==> config.mk <==
export PLATFORM = sky130hd
export DESIGN_NAME = lmk3_judge
export DESIGN_NICKNAME = d
export VERILOG_FILES = /design/src/design/lmk3_pkg.sv /design/src/design/lmk3_judge.sv
export SDC_FILE = /design/constraint.sdc
export NUM_CORES = 1
export LEC_CHECK = 0
export ABC_AREA = 1
export ABC_CLOCK_PERIOD_IN_PS = 4500
export BUFFER_PORTS_ARGS = -buffer_cell sky130_fd_sc_hd__buf_2
export CORE_MARGIN = 10
export CORE_UTILIZATION = 40
export DETAILED_ROUTE_END_ITERATION = 12
export PLACE_DENSITY = 0.67
export SETUP_SLACK_MARGIN = 0.1
export SLEW_MARGIN = 20
export SYNTH_ARGS = -nofsm -noshare
export SYNTH_HDL_FRONTEND = slang
export SYNTH_SLANG_ARGS = --single-unit
==> constraint.sdc <==
create_clock -name vclk -period 4.5
set_input_delay 0.9 -clock vclk [all_inputs]
set_output_delay 0.9 -clock vclk [all_outputs]
set_load 0.005 [all_outputs]
==> src/design/lmk3_pkg.sv <==
// Shared constants and types for the 3x3 local-maximum keep block.
// No dependencies; used by the top level and lmk3_judge.
package lmk3_pkg;

  localparam int COLOR_W = 8;                 // one color channel
  localparam int PIXEL_W = 3 * COLOR_W;       // packed {red, green, blue}
  localparam int CFG_W = 11;                  // widest configuration register
  localparam int CFG_IDX_W = 2;               // register index on the write port

  localparam logic [CFG_IDX_W-1:0] REG_IMAGE_WIDTH = 2'd0;
  localparam logic [CFG_IDX_W-1:0] REG_IMAGE_HEIGHT = 2'd1;

  localparam int MAX_WIDTH_DEF = 1024;
  localparam int MAX_HEIGHT_DEF = 1024;
  localparam int WIDTH_RESET = 640;
  localparam int HEIGHT_RESET = 480;

  // Which sides of the 3x3 window lie inside the image.
  typedef struct packed {
    logic up;
    logic down;
    logic left;
    logic right;
  } nbr_mask_t;

endpackage

==> src/design/lmk3_judge.sv <==
// Suppression decision: does any in-image neighbor beat the center red value.
// Depends on lmk3_pkg (nbr_mask_t, COLOR_W).
module lmk3_judge (
  input  logic [lmk3_pkg::COLOR_W-1:0]       center_red,
  // order: up-left, up, up-right, left, right, down-left, down, down-right
  input  logic [7:0][lmk3_pkg::COLOR_W-1:0]  nbr_red,
  input  lmk3_pkg::nbr_mask_t                mask,
  output logic                               suppress
);

  logic [7:0] nbr_en;
  logic [7:0] beats;

  assign nbr_en[0] = mask.up & mask.left;
  assign nbr_en[1] = mask.up;
  assign nbr_en[2] = mask.up & mask.right;
  assign nbr_en[3] = mask.left;
  assign nbr_en[4] = mask.right;
  assign nbr_en[5] = mask.down & mask.left;
  assign nbr_en[6] = mask.down;
  assign nbr_en[7] = mask.down & mask.right;

  always_comb begin
    for (int i = 0; i < 8; i++) begin
      beats[i] = nbr_en[i] && (nbr_red[i] > center_red);
    end
  end

  assign suppress = |beats;

endmodule
==> run_results.csv, run 1 <==
group,metric,value,unit
placed_design,port_buffers,77,
routing,vias,1719,
layout,clkbuf_count,0,
floorplanning,floorplan.initialDensity,0.410,
timing,fin_ws,1320,ps
critical_path,cpMostUsedCell,"nand2_1",
timing,rsz0062_at_grt,"false",
timing,hold_ws,2330,ps
routing,drc,0,
placed_design,dp_cells,385,
placed_design,dp_slack,1290,ps
yosys,yosys-top-cells-count,"nand2_1, ha_1, inv_1, a21oi_1, nor2_1",
critical_path,cp-end-kind,"output port",
run,max_cap_viol_count,0,
yosys,syn_avg_cell_area,6.27,sq um
floorplanning,core,0.00394,sq mm
critical_path,worst_ep_arrival_time,2280,ps
routing,drt_iter0_markers,33,
routing,vias_per_cell,4.46,
layout,fin_nets,477,
yosys,synth_area,0.00162,sq mm
global_routing,antenna_found_initial,0,
timing,fmax,315,MHz
critical_path,crit_path_max_incr_delay,350,ps
yosys,netlist_instances,258,
yosys,synth_top_area_cell,"ha_1",
cts,cts_resized,0,
critical_path,cp_slowest_cell,"ha_1",
hold_path,whs_endpoint,"suppress",
power_and_ir_drop,worst_ir_drop_vdd,0.0301,mV
floorplanning,io_pins,77,
cts,cts_hold_buf,0,
critical_path,cp.required,3600,ps
global_routing,grt.total_usage,0.117,
power_and_ir_drop,power.density,86.1,mW/mm^2
layout,drive_above_1_share,0.239,
yosys,synth_fp_nets,398,
global_routing,grt_pass1_wl,7.45,mm
timing,finalSetupTns,0,ps
floorplanning,dieArea,0.00698,sq mm
routing,antenna_left,0,
placed_design,hpwl,4.10,mm
hold_path,hp-class,"in2out",
critical_path,path_class,"in2out",
floorplanning,dieHeight,83.6,um
timing,setup_viol,0,
critical_path,cp_cell_sequence,"buf_2, inv_1, ha_1, nand2_1, nor2_2, nand4_1, and2_1, nand2_1, nand2_1, nor2_1, nand2_1, buf_2",
run_status,status,"complete, no violations",
layout,nFillCells,445,
placed_design,gp_congestion,0.759,
hold_path,whs_path_depth,7,
routing,drt-wirelength-per-cell,11.3,um
layout,fin_cells,385,
floorplanning,die_x,83.6,um
global_routing,grt_pass1_vias,1728,
floorplanning,num_rows,23,
yosys,synth.distinct_cells,15,
yosys,seq_area_frac_synth,0,
routing,routed_wirelength,4.35,mm
layout,seq_area,0,sq um
yosys,yosysMostFrequentCell,"nand2_1",
cts,cts_setup_buffers,0,
critical_path,critical-path-top-delay-family,"simple AND/OR/NAND/NOR gates",
layout,area_growth,27.7,%
routing,firstDrtPassIters,4,
timing,min_period_over_period,0.706,
yosys,yosysTopAreaCellShare,0.495,
yosys,yosysWarnings,0,
yosys,yosys-top-cells-area,"ha_1, nand2_1, inv_1, a21oi_1, nor2_1",
critical_path,worst-path-buf-inv,3,
critical_path,crit_fanout,8,
global_routing,grt_max_degree,9,
hold_path,hold_start,"mask[2]",
power_and_ir_drop,leakagePower,1.35,nW
layout,n_sequential_cell,0,
timing,worstMarginPinSlew,314,ps
global_routing,grt_overflow,0,
timing,relSlewSlack,0.791,
timing,period_minus_slack,3180,ps
critical_path,worst_setup_path_start_kind,"input port",
layout,antenna_cells,0,
timing,hold_viol,0,
timing,final-max-slew-violation-count,0,
==> worst max path at each step <==
stage / cells after the start / endpoint / slack (ps) / start
6_report: 12 / suppress / 1320 / center_red[7]
5_1_grt: 12 / suppress / 1170 / center_red[5]
4_1_cts: 12 / suppress / 1290 / center_red[7]
3_5_place_dp: 12 / suppress / 1290 / center_red[7]
3_3_place_gp: 11 / suppress / 1310 / center_red[7]
2_1_floorplan: 10 / suppress / 1690 / center_red[7]
==> cell type report <==
class / count / area (sq um) / area share
inverter: 38 / 143 / 0.0691
multi-input combinational: 220 / 1470 / 0.714
tap: 50 / 62.6 / 0.0303
timing repair buffer: 77 / 385 / 0.187
==> cell families (layout without fill, tap and decap cells) <==
logic type	count (synthesis)	count (layout)	synth area share
buffers and inverters	38	115	0.0882
adders and majority gates	64	64	0.495
AOI/OAI and AO/OA	37	37	0.134
and+or+nand+nor	119	119	0.283
==> stage by stage <==
step	area, sq um	power (mW)	utilization
global placement	2060	0.175	0.524
CTS	2060	0.181	0.524
global route	2060	0.212	0.524
finish	2060	0.178	0.524
floorplan	1620	0.116	-
detailed placement	2060	0.180	0.524
==> layout by cell type (no fill, tap or decap), drive strengths merged <==
master and n:
nand2 94, buf 77, ha 64, inv 38, a21oi 25, nor2 23
o21a 5, a21o 3, a21boi 3, o21bai 1, nand4 1, and2 1
==> power breakdown <==
part	switching (mW)	internal (mW)	total, mW
Sequential	0	0	0
Clock	0	0	0
Combinational	0.0937	0.0840	0.178
==> metal layers <==
layer | track usage | share of wire
met1 | 0.155 | 0.50
met5 | 0 | 0
met3 | 0.0166 | 0.046
met2 | 0.206 | 0.46
met4 | 0 | 0
Note: power is estimated with default switching activity, not from simulation.
==> run 2, diff against run 1 <==
Settings changed: ABC_CLOCK_PERIOD_IN_PS 4500 to 2700, PLACE_DENSITY 0.67 to 0.69.
Clock period 4.5 ns to 2.7 ns, I/O delays scaled along.
==> run 2 against run 1 <==
Compared with the run above: global-route usage up 0.16 points; power is 95% higher; count of clock-buffer cells in the layout unchanged; sequential cell count stayed put; sequential share of layout area stayed put; design area grew 13%; die area is the same; via count grew 4.2%; highest routed layer is now met4.
==> run_results.csv, run 2 (same netlist as run 1, synthesis figures left out) <==
group,metric,value,unit
layout,fin_cells,390,
run,max_cap_viol_count,0,
timing,period_minus_slack,2490,ps
global_routing,grt.total_usage,0.119,
critical_path,cp.depth,15,
floorplanning,die_x,83.6,um
timing,worstMarginPinSlew,322,ps
routing,drt_iter0_markers,39,
global_routing,antenna_found_initial,0,
global_routing,grt_pass1_vias,1719,
power_and_ir_drop,leakagePower,1.38,nW
routing,antenna_left,0,
critical_path,endpoint,"suppress",
floorplanning,dieHeight,83.6,um
critical_path,worst_ep_arrival_time,1950,ps
routing,vias,1792,
timing,setup_viol,0,
layout,nFillCells,381,
hold_path,whs_path_depth,7,
timing,hold_viol,0,
global_routing,grt_pass1_wl,7.49,mm
layout,final_common_cell,"nand2_1",
layout,fin_nets,482,
layout,final_area,0.00234,sq mm
timing,rsz0062_at_grt,"false",
critical_path,cp-end-kind,"output port",
global_routing,grt_overflow,0,
placed_design,hpwl,4.15,mm
layout,antenna_cells,0,
timing,fmax,401,MHz
timing,final-max-slew-violation-count,0,
placed_design,dp_cells,385,
floorplanning,io_pins,77,
layout,drive_above_1_share,0.303,
routing,drt-wirelength-per-cell,12.6,um
routing,drc,0,
layout,final_cell_mix,"nand2_1, buf_2, ha_1",
placed_design,placed_cell_area,0.00206,sq mm
routing,vias_per_cell,4.59,
placed_design,gp_congestion,0.768,
power_and_ir_drop,worst_ir_drop_vdd,0.0564,mV
hold_path,hp-class,"in2out",
critical_path,cp_cell_sequence,"buf_2, clkinvlp_4, buf_12, ha_1, nand2_1, inv_1, nand2_1, nand2_1, nand2_1, nand2_1, nand2_1, nand2_2, nor2_1, nand2_1, buf_2",
routing,firstDrtPassIters,4,
layout,area_growth,44.5,%
cts,cts_hold_buf,0,
routing,routed_wirelength,4.90,mm
floorplanning,num_rows,23,
critical_path,cp_slowest_cell,"ha_1",
placed_design,port_buffers,77,
critical_path,cp.required,2160,ps
critical_path,crit_path_max_incr_delay,310,ps
layout,n_sequential_cell,0,
layout,seq_area,0,sq um
layout,clkbuf_count,0,
critical_path,cpMostUsedCell,"nand2_1",
timing,relSlewSlack,0.785,
critical_path,path_class,"in2out",
critical_path,worst_setup_path_start_kind,"input port",
global_routing,grt_max_degree,9,
critical_path,crit_fanout,8,
run_status,status,"complete, no violations",
timing,min_period_over_period,0.924,
floorplanning,dieArea,0.00698,sq mm
critical_path,critical-path-top-delay-family,"simple AND/OR/NAND/NOR gates",
critical_path,cp-startpoint,"center_red[3]",
power_and_ir_drop,power.density,149,mW/mm^2
floorplanning,floorplan.initialDensity,0.410,
critical_path,worst-path-buf-inv,5,
timing,finalSetupTns,0,ps
floorplanning,core,0.00394,sq mm
==> run 2: worst min path at each step <==
| stage | slack (ps) | start | endpoint |
|---|---|---|---|
| 6_report | 1590 | mask[2] | suppress |
| 5_1_grt | 1650 | mask[2] | suppress |
| 4_1_cts | 1610 | mask[2] | suppress |
| 3_5_place_dp | 1610 | mask[2] | suppress |
| 3_3_place_gp | 1620 | mask[2] | suppress |
| 2_1_floorplan | 1350 | mask[2] | suppress |
==> run 2: final cells by class <==
| cell class | count | area (sq um) | share of cell area |
|---|---|---|---|
| inverters | 38 | 158 | 0.0675 |
| multi-input cells | 220 | 1640 | 0.702 |
| well taps | 50 | 62.6 | 0.0268 |
| repair buffers | 82 | 477 | 0.204 |
==> run 2: through the flow <==
step	setup WS (ps)	hold WS [ps]	util	power (mW)
after detailed placement	169	1610	0.524	0.302
after global placement	195	1620	0.524	0.291
after CTS	164	1610	0.524	0.303
after floorplan	612	1350	-	0.194
after global routing	76.5	1650	0.593	0.404
final	206	1590	0.593	0.347
==> run 2: report_power, final <==
group	switching [mW]	internal (mW)	total, mW
clock	0	0	0
sequential	0	0	0
combinational	0.177	0.170	0.347
total	0.177	0.170	0.347
==> run 2: tightest hold or removal path, cell delays in order <==
cell and delay, ps:
buf_2 100, and2_1 120, nand2_1 50, nand2_1 50
nor2_1 30, nand2_1 50, buf_2 110
==> run 2: per-layer routing <==
metal | part of all wire | track usage | wire, um
met4 | 0.0049 | 0.00457 | 24
met1 | 0.47 | 0.155 | 2300
met2 | 0.48 | 0.208 | 2340
met3 | 0.048 | 0.0186 | 237
met5 | 0 | 0 | 0
==> run 2: what timing repair did <==
action	CTS	global route
setup buffers	0	5
endpoints found under the setup margin	0	1
resized for setup	0	19
